===== config.mk =====
export PLATFORM = sky130hd
export DESIGN_NAME = wib_cell
export DESIGN_NICKNAME = d
export VERILOG_FILES = /design/src/rtl/wib_pkg.sv /design/src/rtl/wib_cell.sv
export SDC_FILE = /design/constraint.sdc
export NUM_CORES = 1
export LEC_CHECK = 0
export BUFFER_PORTS_ARGS = -buffer_cell sky130_fd_sc_hd__buf_4
export CAP_MARGIN = 10
export CORE_UTILIZATION = 46
export CTS_CLUSTER_SIZE = 40
export DETAILED_ROUTE_END_ITERATION = 16
export GPL_TIMING_DRIVEN = 0
export HOLD_SLACK_MARGIN = 0.1
export PLACE_DENSITY = 0.68
export SETUP_SLACK_MARGIN = 0.3
export SYNTH_ARGS = -nofsm -noshare
export SYNTH_HDL_FRONTEND = slang
export SYNTH_SLANG_ARGS = --single-unit
export TNS_END_PERCENT = 20

===== constraint.sdc =====
create_clock -name clk -period 10 [get_ports clk]
set_input_delay 2 -clock clk [delete_from_list [all_inputs] [get_ports clk]]
set_output_delay 2 -clock clk [all_outputs]
set_load 0.03 [all_outputs]

===== src/rtl/wib_pkg.sv =====
// shared constants, types and tables of the waypoint initial bearing block
package wib_pkg;

  localparam int FRAC_BITS  = 20;
  localparam int ITERATIONS = 24;
  localparam int TURN_SHIFT = 32 - FRAC_BITS;
  // degrees * 2^TURN_SHIFT / 360 == degrees * 2^SCALE / 45
  localparam int SCALE      = TURN_SHIFT - 3;
  // ceil(2^34 / 45), exact floor division by 45 for operands below 2^29
  localparam logic [28:0] RECIP45 = 29'd381774871;
  localparam int RECIP_SHIFT = 34;

  localparam int DW = 34;
  localparam logic signed [DW-1:0] GAIN_Q30 = 34'sd652032874;
  localparam int Q30_BIT = 30;
  localparam logic [31:0] HALF_TURN = 32'h8000_0000;

  localparam logic [5:0] ASCII_ZERO = 6'h30;

  typedef struct packed {
    logic        vector_mode;
    logic [4:0]  shift;
    logic [31:0] arc;
  } step_t;

  function automatic logic [31:0] arc_at(input int i);
    logic [31:0] a;
    case (i)
      0: a = 32'd536870912;  1: a = 32'd316933406;  2: a = 32'd167458907;
      3: a = 32'd85004756;   4: a = 32'd42667331;   5: a = 32'd21354465;
      6: a = 32'd10679838;   7: a = 32'd5340245;    8: a = 32'd2670163;
      9: a = 32'd1335087;    10: a = 32'd667544;    11: a = 32'd333772;
      12: a = 32'd166886;    13: a = 32'd83443;     14: a = 32'd41722;
      15: a = 32'd20861;     16: a = 32'd10430;     17: a = 32'd5215;
      18: a = 32'd2608;      19: a = 32'd1304;      20: a = 32'd652;
      21: a = 32'd326;       22: a = 32'd163;       23: a = 32'd81;
      24: a = 32'd41;        25: a = 32'd20;        26: a = 32'd10;
      27: a = 32'd5;         28: a = 32'd3;         29: a = 32'd1;
      30: a = 32'd1;
      default: a = 32'd0;
    endcase
    return a;
  endfunction

endpackage


===== src/rtl/wib_cell.sv =====
// one registered cordic micro-rotation, rotation or vectoring
module wib_cell (
  input  logic                          clk,
  input  logic                          en,
  input  wib_pkg::step_t                step,
  input  logic signed [wib_pkg::DW-1:0] x_in,
  input  logic signed [wib_pkg::DW-1:0] y_in,
  input  logic signed [wib_pkg::DW-1:0] z_in,
  output logic signed [wib_pkg::DW-1:0] x,
  output logic signed [wib_pkg::DW-1:0] y,
  output logic signed [wib_pkg::DW-1:0] z
);

  logic                          ccw;
  logic signed [wib_pkg::DW-1:0] xs;
  logic signed [wib_pkg::DW-1:0] ys;
  logic signed [wib_pkg::DW-1:0] arc;

  assign ccw = step.vector_mode ? y_in[wib_pkg::DW-1] : ~z_in[wib_pkg::DW-1];
  assign xs  = x_in >>> step.shift;
  assign ys  = y_in >>> step.shift;
  assign arc = wib_pkg::DW'(step.arc);

  always_ff @(posedge clk) begin
    if (en) begin
      x <= ccw ? x_in - ys : x_in + ys;
      y <= ccw ? y_in + xs : y_in - xs;
      z <= ccw ? z_in - arc : z_in + arc;
    end
  end

endmodule

; Word-level counts from Yosys, hierarchy flattened
; Cells that the tools add are included.
[word_totals]
register_bits = 102
in_bits = 142
out_inout_bits = 102
word_cells = 16
[classes]
add_sub_neg = 6
shifts = 2
n_mux = 4
bitwise_logic = 1
[op_table]
columns = op, count
row1 = $mux 34, 3
row2 = $add 34x34->34, 2
row3 = $sshr 34x5->34, 2
row4 = $sub 34x34->34, 2
row5 = $add 34x33->34, 1
row6 = $sub 34x33->34, 1
row7 = $mux 1, 1
row8 = $not 1->1, 1

; Logic depth before layout (Yosys ltp)
[depth]
depth_word = 3
mapped_depth = 27
mapped_depth_nobuf = 22

; Worst setup path before layout
; No wires, ideal clock.
[synth_path]
path_type = input-to-reg
startpoint = input step[34] (netlist name)
endpoint = register x[26] (netlist name) (data pin)
arrival_time_ns = 7.475
required_time_ns = 9.741
path_slack_ns = 2.266
cell_stages = 23
cell_sequence = buf_2 > buf_2 > buf_1 > buf_1 > mux4_2 > mux2i_1 > nor2_1 > a221o_1 > nand4b_2 > nor3_2 > inv_1 > o21ai_0 > xor2_1 > ha_1 > and3_1 > and2_1 > a221o_1 > a2111oi_0 > o21ai_0 > o41a_1 > a221o_1 > a21oi_1 > xnor2_1
[synth_between]
elab_chain_cells = 3
[synth_lines]
columns = item, line_no
row1 = "start, declared", wib_cell.sv:5  ; input wib_pkg::step_t step,
row2 = $sshr 34x5->34 (*), wib_cell.sv:21  ; assign ys = y_in >>> step.shift;
row3 = $add 34x34->34 or $sub 34x34->34 (tied branches), wib_cell.sv:26  ; x <= ccw ? x_in - ys : x_in + ys;
row4 = $mux 34 (*), wib_cell.sv:26
row5 = "end signal, assigned", wib_cell.sv:26
row6 = "end, declared", wib_cell.sv:9  ; output logic signed [wib_pkg::DW-1:0] x,
; Every way passes the cells marked *; elsewhere a longest branch is shown, timed or not.
; A chain may end at the register's enable or synchronous reset.

; Worst setup path after layout
[layout_path]
startpoint = input step[35] (netlist name)
endpoint = register x[26] (netlist name) (data pin)
; The elaborated chain is that of the path after synthesis.

==> impl_metrics.json <==
{
  "postCtsHoldBufs": 0,
  "relSlewSlack": 0.244,
  "grt.overflow.total": 0,
  "critPathCaptureType": "flop",
  "area.growth.synth_to_final_pct": 17.9,
  "cts_num_sinks": 102,
  "grt_first_pass_wirelength_mm": 96.8,
  "dpl_cell_area_mm2": 0.0173,
  "intPower_mw": 1.57,
  "drv_slew": 0,
  "synth-seq-area-share": 0.204,
  "firstDrtPassIters": 5,
  "grt_max_degree": 69,
  "start_util": 0.471,
  "ys_types": 96,
  "crit_top_cell": "clkbuf_1",
  "leakagePower_nw": 7.13,
  "wire_per_inst_um": 28.3,
  "p_sw_mw": 1.33,
  "post_cts_buffers": 0,
  "postCtsResizedCells": 0,
  "numCtsBuffers": 9,
  "numPortBuffers": 238,
  "ff_latch_area_mm2": 0.00306,
  "multi_input_area_mm2": 0.0113,
  "die_h_um": 182,
  "layout-drive-gt1-share": 0.228,
  "cellPowerDensity_mw_per_mm2": 164,
  "p_seq_frac": 0.238,
  "netlist_instances": 1648,
  "grt_setup_unrepaired": "false",
  "diodes": 0,
  "grt_pass1_vias": 15100,
  "min_period_ns": 9.37,
  "clkTransAtPathRegs_ns": 0.07,
  "path_buf_inv": 5,
  "status": "finished, final reports clean",
  "slowest_stage": "clkbuf_1",
  "slowest_delay_ns": 0.71,
  "yosysWarningCount": 0,
  "io_pins": 244,
  "ys_ff_latch": 102,
  "critPathMaxFanout": 10,
  "yosys.area.top_type": "edfxtp_1",
  "vias_per_cell": 6.77,
  "via_count": 15800,
  "ant_nets": 0,
  "synth.area.top_cells": "edfxtp_1 20%, mux4_2 13%, ha_1 8.5%",
  "pwr-share-comb": 0.622,
  "drv_cap": 0,
  "routed_wl_mm": 66.1,
  "grt_use_met3": 0.0838,
  "hold_end": "y[0]",
  "worstPathCellList": "clkbuf_1, buf_2, or2_2, clkbuf_1, clkbuf_1, nor3_1, nor3_1, nand4b_2, nor3_2, inv_1, o21ai_0, xor2_1, ha_1, and3_1, and2_1, a221o_1, a2111oi_0, o21ai_0, o41a_1, a221o_1, a21oi_1, xnor2_1",
  "synth-edff-count": 102,
  "die_area_mm2": 0.0333,
  "grt_antenna_before_repair": 0,
  "hp-class": "input pin to flop",
  "ys.flop_type": "edfxtp_1",
  "crit_type": "input pin to flop",
  "cp_top_family": "compound AO/OA/AOI/OAI gates",
  "top_usage_layer": "met2",
  "setup_violations": 0,
  "worstPathRequired_ns": 10.14,
  "clk_path_buf_depth": 2,
  "cp-start-kind": "input pin",
  "drtIter0Drc": 1710,
  "irDropWorstVdd_v": 0.000128,
  "synth.avg_cell_area_um2": 9.09,
  "synthTopCellsByCount": "130 x nand2_1, 125 x nor2_1, 121 x a21oi_1",
  "synth.most_common_cell": "nand2_1",
  "hold_violations": 0,
  "final_nets": 2145,
  "netlist.area_leader.share": 0.204,
  "n_fill_cell": 2929,
  "grtUsageTotal": 0.395,
  "ctsHtreeMaxLevel": 3,
  "place_hpwl_mm": 52.9,
  "fin_area_mm2": 0.0177,
  "clockPowerShare": 0.139,
  "finalCoreUtilization": 0.556,
  "worst_ep_arrival_time_ns": 9.51,
  "timing.final.crit_share": 0.937,
  "tns_ns": 0,
  "fin_total_pwr_mw": 2.90,
  "use_met2": 0.619,
  "grt_use_met1": 0.506,
  "placementRows": 65,
  "place_congestion": 1.07,
  "die_w_um": 182,
  "worst_pin_slew_ns": 1.12,
  "syn_area_mm2": 0.0150,
  "clock.fmax_mhz": 107,
  "cts_tree": "built",
  "worstHoldStart": "y_in[0]",
  "async_flop_share": 0,
  "synth_nets": 1895,
  "drc": 0,
  "clock-root-buffer": "clkbuf_16",
  "whs_path_depth": 2,
  "core_area_mm2": 0.0318,
  "switching_share": 0.457
}
[through the flow]
stage | setup slack, ns | instances | hold WS [ns]
after global routing | 0.328 | 2338 | 1.97
after global placement | 0.285 | 2321 | 2.34
final | 0.632 | 2338 | 1.96
after detailed placement | 0.220 | 2322 | 2.36
after CTS | 0.588 | 2338 | 1.95
after floorplan | 2.27 | 1648 | 2.11
[power by group through the flow]
stage | combinational, mW | sequential [mW] | clock, mW
after detailed placement | 1.76 | 0.701 | 0
after global placement | 1.73 | 0.696 | 0
after global routing | 1.92 | 0.702 | 0.420
final | 1.80 | 0.691 | 0.404
after CTS | 1.77 | 0.692 | 0.412
after floorplan | 0.936 | 0.951 | 0
[area by class of cell]
| type | instances | area share |
|---|---|---|
| clock inverters | 7 | 0.00545 |
| plain buffers | 84 | 0.0232 |
| clock buffers | 9 | 0.0127 |
| multi-input cells | 1418 | 0.642 |
| repair buffers | 239 | 0.103 |
| well taps | 435 | 0.0308 |
| inverters | 44 | 0.00935 |
| flip-flops and latches | 102 | 0.173 |
[cells by family after synthesis]
family | count (synthesis) | share of synthesized area
xor gates and xnor gates | 173 | 0.101
DFF | 102 | 0.204
adders and majority gates | 105 | 0.0892
muxes | 166 | 0.185
buffers and inverters | 128 | 0.0382
and+or+nand+nor | 469 | 0.154
AOI/OAI and AO/OA | 505 | 0.228
[placed cells by master (no fill, tap or decap), types with 16 or more instances in the layout]
master / synthesis / layout
nor2b_1: 22 / 22
nand2b_1: 26 / 26
nor3_1: 34 / 34
o21ai_0: 99 / 99
nand2_1: 130 / 130
buf_2: 19 / 19
nand3_1: 37 / 37
edfxtp_1: 102 / 102
and2_1: 17 / 17
o31ai_1: 18 / 18
o21a_1: 22 / 22
buf_4: 4 / 242
xor2_1: 67 / 67
mux2_2: 31 / 31
xnor2_1: 106 / 106
mux4_2: 85 / 85
a21oi_1: 121 / 121
o211ai_1: 16 / 16
clkbuf_1: 43 / 43
a21o_1: 44 / 44
mux2i_1: 49 / 49
a31oi_1: 19 / 19
ha_1: 102 / 102
inv_1: 43 / 43
a211oi_1: 18 / 17
nor2_1: 125 / 125
[worst max path at each step]
stage | startpoint | to | cells past startpoint
6_report | step[35] | x[26] | 22
5_1_grt | step[32] | x[26] | 23
4_1_cts | step[34] | x[30] | 22
3_5_place_dp | step[34] | x[26] | 23
3_3_place_gp | step[34] | x[26] | 23
2_1_floorplan | step[34] | x[26] | 23
[routing by layer]
layer / part of all wire / up-vias
met5: 0 / -
met3: 0.11 / 202
met4: 0.056 / 0
met1: 0.39 / 7676
met2: 0.44 / 1079
li1: - / 6866
[state kept, by name, summed over array words and instances, names as in the netlist]
signal / count
y: 34
z: 34
x: 34
Note: power is estimated with default switching activity, not from simulation.
