## src/rtl/wib_pkg.sv

```systemverilog
// shared constants, types and tables of the waypoint initial bearing block
package wib_pkg;

  localparam int FRAC_BITS  = 20;
  localparam int ITERATIONS = 24;
  localparam int TURN_SHIFT = 32 - FRAC_BITS;
  // degrees * 2^TURN_SHIFT / 360 == degrees * 2^SCALE / 45
  localparam int SCALE      = TURN_SHIFT - 3;
  // ceil(2^34 / 45), exact floor division by 45 for operands below 2^29
  localparam logic [28:0] RECIP45 = 29'd381774871;
  localparam int RECIP_SHIFT = 34;

  localparam int DW = 34;
  localparam logic signed [DW-1:0] GAIN_Q30 = 34'sd652032874;
  localparam int Q30_BIT = 30;
  localparam logic [31:0] HALF_TURN = 32'h8000_0000;

  localparam logic [5:0] ASCII_ZERO = 6'h30;

  typedef struct packed {
    logic        vector_mode;
    logic [4:0]  shift;
    logic [31:0] arc;
  } step_t;

  function automatic logic [31:0] arc_at(input int i);
    logic [31:0] a;
    case (i)
      0: a = 32'd536870912;  1: a = 32'd316933406;  2: a = 32'd167458907;
      3: a = 32'd85004756;   4: a = 32'd42667331;   5: a = 32'd21354465;
      6: a = 32'd10679838;   7: a = 32'd5340245;    8: a = 32'd2670163;
      9: a = 32'd1335087;    10: a = 32'd667544;    11: a = 32'd333772;
      12: a = 32'd166886;    13: a = 32'd83443;     14: a = 32'd41722;
      15: a = 32'd20861;     16: a = 32'd10430;     17: a = 32'd5215;
      18: a = 32'd2608;      19: a = 32'd1304;      20: a = 32'd652;
      21: a = 32'd326;       22: a = 32'd163;       23: a = 32'd81;
      24: a = 32'd41;        25: a = 32'd20;        26: a = 32'd10;
      27: a = 32'd5;         28: a = 32'd3;         29: a = 32'd1;
      30: a = 32'd1;
      default: a = 32'd0;
    endcase
    return a;
  endfunction

endpackage

```

## src/rtl/wib_turns.sv

```systemverilog
// four-stage conversion of fixed-point degrees into a 32-bit binary angle
module wib_turns (
  input  logic               clk,
  input  logic               en,
  input  logic signed [28:0] degrees,
  output logic [31:0]        turns
);

  logic [28:0] mag1;
  logic        neg1;
  logic [28:0] mag2;
  logic [22:0] q2;
  logic        neg2;
  logic [22:0] q3;
  logic [5:0]  r3;
  logic        neg3;

  logic [63:0] prod_q;
  logic [28:0] q_ext;
  logic [28:0] rem_full;
  logic [63:0] prod_f;
  logic [63:0] sum;

  assign prod_q   = 64'(mag1) * 64'(wib_pkg::RECIP45);
  assign q_ext    = 29'(q2);
  assign rem_full = mag2 - ((q_ext << 5) + (q_ext << 3) + (q_ext << 2) + q_ext);
  assign prod_f   = (64'(r3) << wib_pkg::SCALE) * 64'(wib_pkg::RECIP45);
  assign sum      = (64'(q3) << wib_pkg::SCALE) + (prod_f >> wib_pkg::RECIP_SHIFT);

  always_ff @(posedge clk) begin
    if (en) begin
      mag1  <= degrees[28] ? 29'(-degrees) : 29'(degrees);
      neg1  <= degrees[28];
      q2    <= prod_q[wib_pkg::RECIP_SHIFT +: 23];
      mag2  <= mag1;
      neg2  <= neg1;
      q3    <= q2;
      r3    <= rem_full[5:0];
      neg3  <= neg2;
      turns <= neg3 ? -sum[31:0] : sum[31:0];
    end
  end

endmodule

```

## config.mk

```make
export PLATFORM = sky130hd
export DESIGN_NAME = wib_turns
export DESIGN_NICKNAME = d
export VERILOG_FILES = /design/src/rtl/wib_pkg.sv /design/src/rtl/wib_turns.sv
export SDC_FILE = /design/constraint.sdc
export NUM_CORES = 1
export LEC_CHECK = 0
export BUFFER_PORTS_ARGS = -buffer_cell sky130_fd_sc_hd__buf_2
export CORE_MARGIN = 5
export CORE_UTILIZATION = 59
export DETAILED_ROUTE_END_ITERATION = 16
export PLACE_DENSITY = 0.79
export SLEW_MARGIN = 20
export SYNTH_ARGS = -nofsm -noshare
export SYNTH_HDL_FRONTEND = slang
export SYNTH_SLANG_ARGS = --single-unit
```

## constraint.sdc

```tcl
create_clock -name clk -period 6.1 [get_ports clk]
set_input_delay 1.22 -clock clk [delete_from_list [all_inputs] [get_ports clk]]
set_output_delay 1.22 -clock clk [all_outputs]
set_load 0.02 [all_outputs]
```

Yosys cells after proc, flatten, opt, wreduce, memory -nomap -nowiden
Cells that the tools add are included.
{ "word_totals": {"elab_cells": 21, "output_inout_bits": 32, "in_bits": 31, "regBits": 122} }
{ "op_classes": {"n_mux": 2, "n_mul": 2, "addsub": 7} }
{ "ops": {"columns": ["cell", "count"], "rows": [
  ["$mul 29x29->57 const B", 1],
  ["$mul 6x29->35 const B", 1],
  ["$add 32x10->32", 1],
  ["$mux 32", 1],
  ["$neg 32->32", 1],
  ["$neg 29->29", 1],
  ["$mux 28", 1],
  ["$add 6x6->6", 3],
  ["$sub 6x6->6", 1]
]} }

Depth between registers and ports, before layout
Gate-level depths: netlist of the first run.
{ "depth": {"ltp_word": 4, "ltp_mapped": 28, "ltp_nobuf": 25} }

Worst setup path before layout of the first run
No wires, ideal clock.
{ "synth_timing": {"path_type": "reg-to-reg", "startpoint": "reg mag1[9]", "endpoint": "reg q2[21] (data pin)", "setup_time_ps": 258, "synth_period_minus_slack_ps": 6722, "arrival_ps": 6465, "required_time_ps": 5842, "path_stages_with_launch": 23, "path_buffers": 0, "slack_ps": -622, "path_cell_list": "edfxtp_1 -> ha_1 -> inv_1 -> fa_1 -> fa_1 -> fa_1 -> fa_1 -> inv_1 -> fa_1 -> inv_1 -> fa_1 -> inv_1 -> ha_1 -> ha_1 -> a21o_1 -> a21oi_1 -> o221a_2 -> nor4b_1 -> a21oi_1 -> a221oi_1 -> nand2b_1 -> a21oi_1 -> xnor2_1"} }
{ "synth_between": {"elab_chain_cells": 1} }
{ "synth_lines": {"columns": ["element", "line_no", "text"], "rows": [
  ["start, declared", "wib_turns.sv:9", "logic [28:0] mag1;"],
  ["start signal, assigned", "wib_turns.sv:32", "mag1 <= degrees[28] ? 29'(-degrees) : 29'(degrees);"],
  ["$mul 29x29->57", "wib_turns.sv:24", "assign prod_q = 64'(mag1) * 64'(wib_pkg::RECIP45);"],
  ["named net prod_q[55]", "wib_turns.sv:18", "logic [63:0] prod_q;"],
  ["end signal, assigned", "wib_turns.sv:34", "q2 <= prod_q[wib_pkg::RECIP_SHIFT +: 23];"],
  ["end, declared", "wib_turns.sv:12", "logic [22:0] q2;"]
]} }
The timed path passes the listed nets, and every way through them passes these cells.
A chain may end at the register's enable or synchronous reset.

Final worst setup path of the first run
{ "layout_timing": {"startpoint": "reg mag1[17]", "endpoint": "reg q2[14] (data pin)"} }
The elaborated chain is that of the path after synthesis.

==> flow_summary_export.csv, run 1 <==
group,metric,value,unit
placement,place.gp.congestion,1.04,
yosys,netlist-cell-type-count,71,
die,die_x,196,um
finish,final_layout_size_suffix_gt1_frac,0.243,
timing,clock-skew-final,0.0195,ns
yosys,synth_enable_flop_cells,122,
yosys,yosysWarningCount,0,
grt,grt_pass1_vias,16500,
routing,route.detailed.wl_per_inst,20.0,um
cts,cts.clk_slew.worst_paths,0.06,ns
worst_setup_path,worstSetupStartpointType,"flop",
finish,antennaDiodeCount,0,
worst_setup_path,cp_max_fo,4,
cts,cts_hold_repair.buffers,0,
die,number_of_ports_placed_on_the_die_boundary,63,
timing,whs,0.409,ns
finish,nNetsFinal,2953,
grt,grt_max_degree,76,
worst_setup_path,path_delay_family,"adder cells",
timing,worst_pin_slew,1.35,ns
routing,dr_drc_count,0,
cts,htree_levels,4,
die,core_area,34300,um2
cts,number_of_cts_inserted_buffers,17,
placement,port_buffers,62,
worst_setup_path,critical_path.max_stage_delay,0.64,ns
cts,clock_path_buffers,2,
cts,clock_sinks,122,
routing,detail-route-antenna-nets,0,
cts,clkLatencyLatePin,0.45,ns
grt,initial_antenna_violation_count,2,
yosys,yosys-top-cells-area,"fa_1 30%, ha_1 22%, edfxtp_1 18%",
routing,topRoutingLayerUsed,"met5",
timing,period_minus_slack,6.73,ns
finish,multi_input_area,15900,um2
worst_setup_path,worstPathCellList,"ha_4 -> buf_4 -> fa_1 -> inv_1 -> fa_1 -> fa_1 -> inv_1 -> fa_1 -> fa_1 -> fa_1 -> ha_4 -> ha_4 -> a21oi_4 -> o21ai_4 -> a211oi_4 -> o41ai_4 -> o211ai_1 -> nand2_1 -> o31a_1 -> a21oi_2 -> o21bai_1 -> xor2_1",
finish,sequential_cell_area,3660,um2
worst_setup_path,timing.reg2reg.setup_slack,-0.63,ns
routing,routed-wl-met3,3.41,mm
worst_setup_path,cpMostUsedCell,"fa_1",
cts,tritoncts,"built",
die,start_util,0.593,
worst_setup_path,timing.critical_path.slowest_stage_cell,"fa_1",
timing,postLayoutSetupSlackWorst,-0.626,ns
yosys,post_synth_most_frequent_cells,"521 x inv_1, 364 x ha_1, 305 x fa_1, 122 x edfxtp_1, 86 x xnor2_1",
worst_setup_path,crit_buf_inv,3,
timing,grt_setup_unrepaired,"true",
timing,report.final.slew_viol_count,0,
worst_setup_path,critical_path_arrival,6.91,ns
yosys,dominantRegCellSynth,"edfxtp_1",
flow_run,cap_violations,0,
routing,drtPass1Iterations,5,
yosys,yosys_register_bits,122,
finish,layout-area-overhead-vs-synth,22.7,%
yosys,synth_largest_type_area_fraction,0.300,
placement,hpwlAfterDp,44.7,mm
grt,grt_use_total,0.284,
yosys,post_synth.cell_area_avg,10.5,um2
worst_setup_path,timing_worst_setup_path_type,"flop to flop",
min_path,hold_path_class,"flop to flop",
die,core.rowCount,68,
yosys,synthDominantAreaCellType,"fa_1",
yosys,mappedNetlistArea,20300,um2
grt,overflow,0,
routing,vias_per_cell,5.51,
yosys,post-synth-top-count-cell,"inv_1",
status,run_status,"complete, but fails checks",
routing,wirelength_met1,20.8,mm
timing,timing.final.hold_violations,0,
timing,finalSetupViolations,22,
status,failing_checks,"setup timing",
grt,global_route_wire_length_before_repair,85.1,mm
timing,clock.fmax,149,MHz
worst_setup_path,critical_path_required,6.28,ns
yosys,yosysSeqAreaShare,0.180,
timing,slew_headroom,0.101,
die,die_y,196,um
yosys,syn_nets,2636,
routing,routed-via-count,15000,
routing,drt_iter0_markers,766,
cts,clk_root_buffer_cell,"clkbuf_16",
yosys,post_synth_inst_count,1936,
worst_setup_path,cp-end-kind,"flop",
die,dieArea,38300,um2
routing,routed-wl-met2,27.6,mm
finish,n_fill_cell,2237,
routing,routed_wl,54.3,mm
yosys,asyncSetResetFlopFracSynth,0,
timing,fin_crit_share,1.10,
-- worst reg2reg max path, cell delays in order, from the launching register on --
cell and delay, ns:
edfxtp_1 0.51, ha_4 0.29, buf_4 0.18, fa_1 0.51, inv_1 0.05, fa_1 0.42, fa_1 0.52, inv_1 0.09
fa_1 0.64, fa_1 0.46, fa_1 0.50, ha_4 0.30, ha_4 0.22, a21oi_4 0.16, o21ai_4 0.09, a211oi_4 0.22
o41ai_4 0.17, o211ai_1 0.30, nand2_1 0.13, o31a_1 0.33, a21oi_2 0.15, o21bai_1 0.10, xor2_1 0.14
-- timing repair --
| action | 4_1_cts | 5_1_grt |
|---|---|---|
| gates cloned | 0 | 1 |
| resized for setup | 55 | 85 |
| pin swaps | 46 | 61 |
| buffers inserted | 18 | 18 |
| endpoints found under the setup margin | 23 | 36 |
| endpoints found under the hold margin | 0 | 0 |
-- placed cells by master (no fill, tap or decap), types with 9 or more instances in the layout --
cell type and count:
o21ai_2 13, xnor2_1 85, nand4_1 16, edfxtp_1 122, o21ai_0 33, o31ai_1 13
ha_1 301, nor2_1 35, a21o_1 18, clkbuf_16 17, inv_2 11, nor3_1 14
fa_1 298, ha_4 55, xor2_1 39, nand3_1 22, nand2_1 61, a21oi_1 37
a21oi_2 19, inv_1 508, nand2b_1 11, o21ai_1 9, buf_2 61, buf_4 244
and3_1 10
-- metal layers --
layer  vias to the layer above  global-route usage
met4                         4               0.106
met2                       529               0.510
met3                       169              0.0500
li1                       6899                   -
met5                         -                   0
met1                      7381               0.342
-- cell type report --
| class | instances | share of cell area |
|---|---|---|
| multi-input combinational | 1276 | 0.636 |
| inverter | 521 | 0.0786 |
| clock inverter | 14 | 0.00737 |
| clock buffer | 17 | 0.0171 |
| timing repair buffer | 315 | 0.0909 |
| tap | 455 | 0.0228 |
| sequential | 122 | 0.147 |
-- state kept, by name (all words and copies together), names as in the netlist --
signal  count
q2         23
mag1       29
q3         23
turns      32
neg2        1
neg1        1
mag2        6
neg3        1
r3          6
-- kinds of logic after synthesis --
kind of cell               Yosys count  synth area share
adders and majority gates          669             0.524
and+or+nand+nor                    257            0.0653
buffers and inverters              538             0.100
DFF                                122             0.180
muxes                                1          0.000492
AOI/OAI and AO/OA                  222            0.0743
xor gates and xnor gates           127            0.0551
-- final timing paths --
kind / startpoint / to / cells after the start
worst max-delay path: mag1[17]$_DFFE_PP_ / q2[14]$_DFFE_PP_ / 22
worst min-delay path: q2[12]$_DFFE_PP_ / q3[12]$_DFFE_PP_ / 0
worst max register to register: mag1[17]$_DFFE_PP_ / q2[14]$_DFFE_PP_ / 22
worst min register to register: q2[12]$_DFFE_PP_ / q3[12]$_DFFE_PP_ / 0
-- through the flow --
| stage | TNS [ns] | utilization | setup WS, ns | instances | instance area (um2) |
|---|---|---|---|---|---|
| after floorplan | -0.505 | - | -0.114 | 1936 | 20900 |
| after global placement | -12.23 | 0.682 | -0.731 | 2655 | 23400 |
| after detailed placement | -14.88 | 0.682 | -0.870 | 2655 | 23400 |
| after CTS | -6.81 | 0.711 | -0.542 | 2701 | 24400 |
| after global routing | -14.07 | 0.727 | -0.773 | 2720 | 24900 |
| final | -8.90 | 0.727 | -0.626 | 2720 | 24900 |
Power of run 1 is left out: the tool's default activity adds up to more than one toggle a clock period on the data nets, which glitch-free logic cannot reach.
==> run 2, diff against run 1 <==
--- a/config.mk
+++ b/config.mk
@@ -9,6 +9,7 @@
 export CORE_MARGIN = 5
 export CORE_UTILIZATION = 59
 export DETAILED_ROUTE_END_ITERATION = 16
+export GPL_TIMING_DRIVEN = 0
 export PLACE_DENSITY = 0.79
 export SLEW_MARGIN = 20
 export SYNTH_ARGS = -nofsm -noshare
==> run 2 against run 1 <==
Worst setup slack got worse by 0.24 ns; clock skew fell by 0.0039 ns; the flow still finishes with violations (setup timing); final area fell by 3.0%; critical path depth did not move; worst hold slack improved by 0.0061 ns; cell count fell by 4.2%.
==> flow_summary_export.csv, run 2 (same netlist as run 1, synthesis figures left out) <==
group,metric,value,unit
cts,cts_hold_repair.buffers,0,
routing,route.detailed.wl_per_inst,21.0,um
finish,nNetsFinal,2837,
finish,sequential_cell_area,3660,um2
timing,finalSetupViolations,22,
cts,htree_levels,4,
die,dieArea,38300,um2
min_path,worstHoldStart,"q2[11]$_DFFE_PP_",
finish,final_layout_size_suffix_gt1_frac,0.207,
grt,grt_use_total,0.271,
die,start_util,0.593,
finish,final_cell_mix,"498 x inv_1, 296 x fa_1, 294 x ha_1",
timing,period_minus_slack,6.97,ns
cts,tritoncts,"built",
routing,dr_drc_count,0,
grt,grt_pass1_vias,15700,
timing,fin_tns_setup,-12.02,ns
finish,multi_input_area,16000,um2
timing,grt_setup_unrepaired,"true",
finish,registers.top_by_ff_count,"turns",
timing,report.final.slew_viol_count,0,
finish,layout.cells.most_common,"inv_1",
worst_setup_path,timing_worst_setup_path_type,"flop to flop",
worst_setup_path,cp-end-kind,"flop",
routing,drt_iter0_markers,841,
worst_setup_path,number_of_cells_traversed_by_the_worst_register_to_register_path,22,
worst_setup_path,cp_max_fo,3,
routing,vias_per_cell,5.71,
timing,slew_headroom,0.440,
status,run_status,"complete, but fails checks",
grt,initial_antenna_violation_count,0,
worst_setup_path,crit_buf_inv,2,
worst_setup_path,path_delay_family,"adder cells",
grt,global_route_wire_length_before_repair,81.3,mm
worst_setup_path,cpMostUsedCell,"fa_1",
cts,clock_sinks,122,
die,die_x,196,um
finish,antennaDiodeCount,0,
flow_run,cap_violations,0,
worst_setup_path,critical_path_arrival,7.18,ns
timing,postLayoutSetupSlackWorst,-0.868,ns
die,core_area,34300,um2
placement,place.gp.congestion,0.980,
finish,layout.cell_area.non_filler,24200,um2
worst_setup_path,timing.critical_path.slowest_stage_cell,"fa_1",
timing,worst_pin_slew,0.819,ns
worst_setup_path,critical_path.max_stage_delay,0.60,ns
min_path,hold_path_class,"flop to flop",
routing,detail-route-antenna-nets,0,
timing,clock-skew-final,0.0156,ns
die,die_y,196,um
finish,layout-area-overhead-vs-synth,18.9,%
cts,clkLatencyLatePin,0.46,ns
die,core.rowCount,68,
routing,drtPass1Iterations,5,
cts,number_of_cts_inserted_buffers,17,
status,failing_checks,"setup timing",
cts,cts.clk_slew.worst_paths,0.07,ns
finish,n_fill_cell,2282,
timing,clock.fmax,144,MHz
grt,grt_max_degree,92,
finish,reg_top3,"turns (32), mag1 (29)",
cts,clk_root_buffer_cell,"clkbuf_16",
routing,routed_wl,54.6,mm
worst_setup_path,timing.rr.start,"mag1[4]$_DFFE_PP_",
min_path,whs_endpoint,"q3[11]$_DFFE_PP_",
routing,routed-via-count,14900,
worst_setup_path,crit-reg2reg-capture,"q2[21]$_DFFE_PP_",
worst_setup_path,worstSetupStartpointType,"flop",
worst_setup_path,worstPathCellList,"ha_4 -> xor2_2 -> ha_4 -> inv_1 -> fa_1 -> fa_1 -> inv_1 -> fa_2 -> fa_1 -> fa_1 -> ha_1 -> ha_2 -> a21o_1 -> a21o_1 -> a21oi_2 -> o221a_2 -> nor4b_4 -> a21oi_4 -> a221oi_4 -> nand2b_1 -> a21oi_2 -> xnor2_1",
grt,overflow,0,
worst_setup_path,critical_path_required,6.31,ns
cts,clock_path_buffers,2,
placement,hpwlAfterDp,40.0,mm
timing,fin_crit_share,1.14,
finish,largest_register_ffs,32,
die,number_of_ports_placed_on_the_die_boundary,63,
finish,postLayoutCoreUtil,0.705,
placement,placedInstanceArea,21800,um2
worst_setup_path,timing.reg2reg.setup_slack,-0.87,ns
placement,port_buffers,62,
timing,timing.final.hold_violations,0,
min_path,timing.hold.worst_path_depth,0,
[run 2: changes by cell type in the layout (fill, tap and decap cells not counted), moves of 4 or more]
cell	before	now
buf_4	244	108
inv_1	508	498
buf_6	7	16
clkbuf_1	0	8
ha_4	55	63
inv_2	11	19
ha_1	301	294
clkinvlp_4	1	6
nor2_4	2	7
buf_2	61	65
xor2_1	39	35
[run 2: stage by stage]
stage,hold slack [ns],setup slack (ns),std cells
final,0.415,-0.868,2605
after global routing,0.416,-1.04,2605
after floorplan,0.400,-0.114,1936
after detailed placement,0.405,-1.33,2454
after global placement,0.401,-1.28,2453
after CTS,0.415,-0.683,2562
[run 2: worst max-delay path by stage]
stage | end | slack, ns | start | depth (start not counted)
finish | q2[21]$_DFFE_PP_ | -0.87 | mag1[4]$_DFFE_PP_ | 22
global route | q2[21]$_DFFE_PP_ | -1.04 | mag1[4]$_DFFE_PP_ | 22
CTS | q2[21]$_DFFE_PP_ | -0.68 | mag1[5]$_DFFE_PP_ | 24
detailed placement | q2[17]$_DFFE_PP_ | -1.33 | mag1[4]$_DFFE_PP_ | 21
global placement | q2[17]$_DFFE_PP_ | -1.28 | mag1[18]$_DFFE_PP_ | 23
floorplan | q2[14]$_DFFE_PP_ | -0.11 | mag1[16]$_DFFE_PP_ | 23
[run 2: cell type report]
class                      count  area share
multi-input combinational   1276       0.663
buffer                        15     0.00347
timing repair buffer         184      0.0542
clock inverter                15     0.00559
tap                          455      0.0235
clock buffer                  17      0.0176
inverter                     521      0.0814
sequential                   122       0.151
[run 2: layer usage]
metal  share of wire  wire (um)  GRT usage
met1            0.37      20200      0.325
met3           0.086       4670     0.0701
met4           0.048       2620      0.105
met5               0          0          0
met2            0.50      27100      0.472
[run 2: repair_timing]
action | CTS | global route
gates cloned | 0 | 0
buffers inserted | 77 | 44
gates resized for setup | 74 | 105
setup endpoints to repair | 37 | 37
pin swaps | 54 | 86
Power of run 2 is left out for the same reason.
==> run 3, diff against run 2 <==
--- a/config.mk
+++ b/config.mk
@@ -11,6 +11,7 @@
 export DETAILED_ROUTE_END_ITERATION = 16
 export GPL_TIMING_DRIVEN = 0
 export PLACE_DENSITY = 0.79
+export REMOVE_ABC_BUFFERS = 1
 export SLEW_MARGIN = 20
 export SYNTH_ARGS = -nofsm -noshare
 export SYNTH_HDL_FRONTEND = slang
==> run 3 against run 2 <==
Worst hold slack improved by 0.0039 ns; global-route usage rose by 1.0 points; cell count fell by 0.77%; worst setup slack improved by 0.069 ns; the run still ends with setup timing left; sequential share of layout area rose by 0.13 points; first-iteration DRC count rose by 25%.
==> flow_summary_export.csv, run 3 (same netlist as run 1, synthesis figures left out) <==
group,metric,value,unit
min_path,timing.hold.worst_path_depth,0,
placement,placedInstanceArea,21200,um2
timing,grt_setup_unrepaired,"true",
placement,port_buffers,62,
routing,detail-route-antenna-nets,0,
worst_setup_path,cp-end-kind,"flop",
cts,clock_sinks,122,
die,dieArea,38300,um2
timing,period_minus_slack,6.90,ns
worst_setup_path,timing_worst_setup_path_type,"flop to flop",
grt,grt_use_total,0.282,
routing,drtPass1Iterations,5,
timing,slew_headroom,0.192,
status,run_status,"complete, but fails checks",
grt,grt_pass1_vias,16000,
timing,worst_pin_slew,1.21,ns
die,number_of_ports_placed_on_the_die_boundary,63,
cts,clkLatencyLatePin,0.45,ns
die,die_x,196,um
worst_setup_path,timing.reg2reg.setup_slack,-0.80,ns
finish,registers.top_by_ff_count,"turns",
worst_setup_path,worstSetupStartpointType,"flop",
finish,layout.cells.most_common,"inv_1",
timing,report.final.slew_viol_count,0,
routing,routed-via-count,14800,
routing,routed_wl,53.9,mm
grt,initial_antenna_violation_count,1,
timing,finalSetupViolations,22,
finish,final_layout_size_suffix_gt1_frac,0.205,
flow_run,cap_violations,0,
finish,final_cell_mix,"501 x inv_1, 301 x ha_1, 291 x fa_1",
grt,grt_max_degree,91,
placement,place.gp.congestion,0.960,
timing,timing.final.hold_violations,0,
min_path,hold_path_class,"flop to flop",
cts,htree_levels,4,
die,core_area,34300,um2
cts,tritoncts,"built",
die,start_util,0.593,
grt,overflow,0,
routing,dr_drc_count,0,
finish,antennaDiodeCount,0,
min_path,worstHoldStart,"neg1$_DFFE_PP_",
timing,postLayoutSetupSlackWorst,-0.799,ns
routing,drt_iter0_markers,1052,
timing,fin_crit_share,1.13,
worst_setup_path,number_of_cells_traversed_by_the_worst_register_to_register_path,25,
routing,vias_per_cell,5.74,
finish,largest_register_ffs,32,
worst_setup_path,critical_path_arrival,7.07,ns
placement,hpwlAfterDp,38.7,mm
die,die_y,196,um
min_path,whs_endpoint,"neg2$_DFFE_PP_",
routing,route.detailed.wl_per_inst,20.9,um
worst_setup_path,critical_path_required,6.27,ns
worst_setup_path,cp_max_fo,4,
cts,clk_root_buffer_cell,"clkbuf_16",
finish,nNetsFinal,2817,
finish,reg_top3,"turns (32), mag1 (29)",
grt,global_route_wire_length_before_repair,84.2,mm
finish,layout.cell_area.non_filler,24000,um2
worst_setup_path,timing.rr.start,"mag1[8]$_DFFE_PP_",
cts,cts.clk_slew.worst_paths,0.06,ns
cts,number_of_cts_inserted_buffers,17,
cts,clock_path_buffers,2,
die,core.rowCount,68,
worst_setup_path,crit-reg2reg-capture,"q2[14]$_DFFE_PP_",
finish,layout-area-overhead-vs-synth,17.9,%
timing,clock.fmax,145,MHz
cts,cts_hold_repair.buffers,0,
timing,clock-skew-final,0.0218,ns
status,failing_checks,"setup timing",
[run 3: cell count changes in the layout (fill, tap and decap cells not counted), sizes merged]
cell,delta
buf,-12
bufinv,+2
clkbuf,-8
clkinvlp,-2
[run 3: critical path, stage by stage, from the launching register on]
cell      delay (ns)
edfxtp_1        0.41
buf_4           0.18
ha_4            0.27
inv_1           0.12
fa_1            0.57
inv_2           0.04
fa_1            0.49
inv_1           0.05
fa_1            0.48
inv_1           0.06
fa_2            0.58
fa_1            0.45
fa_1            0.52
ha_4            0.30
ha_4            0.22
a21oi_4         0.17
o21ai_2         0.10
a211oi_2        0.25
o41ai_4         0.18
o211ai_1        0.21
buf_4           0.19
nand2_4         0.06
o31a_1          0.31
a21oi_2         0.16
o21bai_1        0.10
xor2_1          0.16
[run 3: metrics by stage]
step	util	hold slack (ns)	std cells	worst slack [ns]	setup TNS (ns)
after floorplan	-	0.400	1919	-0.622	-6.29
after global placement	0.616	0.401	2436	-1.82	-34.91
after detailed placement	0.617	0.405	2437	-1.90	-38.50
after CTS	0.683	0.420	2561	-0.604	-8.70
after global routing	0.699	0.425	2585	-0.982	-15.91
final	0.699	0.419	2585	-0.799	-12.29
[run 3: timing repair]
| action | 4_1_cts | 5_1_grt |
|---|---|---|
| buffers inserted | 93 | 25 |
| pin swaps | 105 | 61 |
| resized for setup | 178 | 85 |
| setup endpoints to repair | 37 | 36 |
[run 3: worst max-delay path by stage]
stage / slack (ns) / from / to
after floorplan: -0.62 / mag1[9]$_DFFE_PP_ / q2[21]$_DFFE_PP_
after global placement: -1.82 / mag1[8]$_DFFE_PP_ / q2[21]$_DFFE_PP_
after detailed placement: -1.90 / mag1[8]$_DFFE_PP_ / q2[21]$_DFFE_PP_
after CTS: -0.60 / mag1[3]$_DFFE_PP_ / q2[14]$_DFFE_PP_
after global routing: -0.98 / mag1[8]$_DFFE_PP_ / q2[19]$_DFFE_PP_
final: -0.80 / mag1[8]$_DFFE_PP_ / q2[14]$_DFFE_PP_
[run 3: layer usage]
| layer | vias to the layer above | global-route usage | part of all wire |
|---|---|---|---|
| met1 | 7347 | 0.345 | 0.37 |
| li1 | 6629 | - | - |
| met4 | 0 | 0.117 | 0.049 |
| met2 | 683 | 0.486 | 0.50 |
| met3 | 182 | 0.0598 | 0.084 |
| met5 | - | 0 | 0 |
[run 3: final cells by class]
class,count,area [um2]
Fill cell,2216,10300
Multi-Input combinational cell,1276,15900
Clock buffer,17,425
Inverter,521,1960
Tap cell,455,569
Timing Repair Buffer,179,1300
Clock inverter,15,180
Sequential cell,122,3660
Power of run 3 is left out for the same reason.
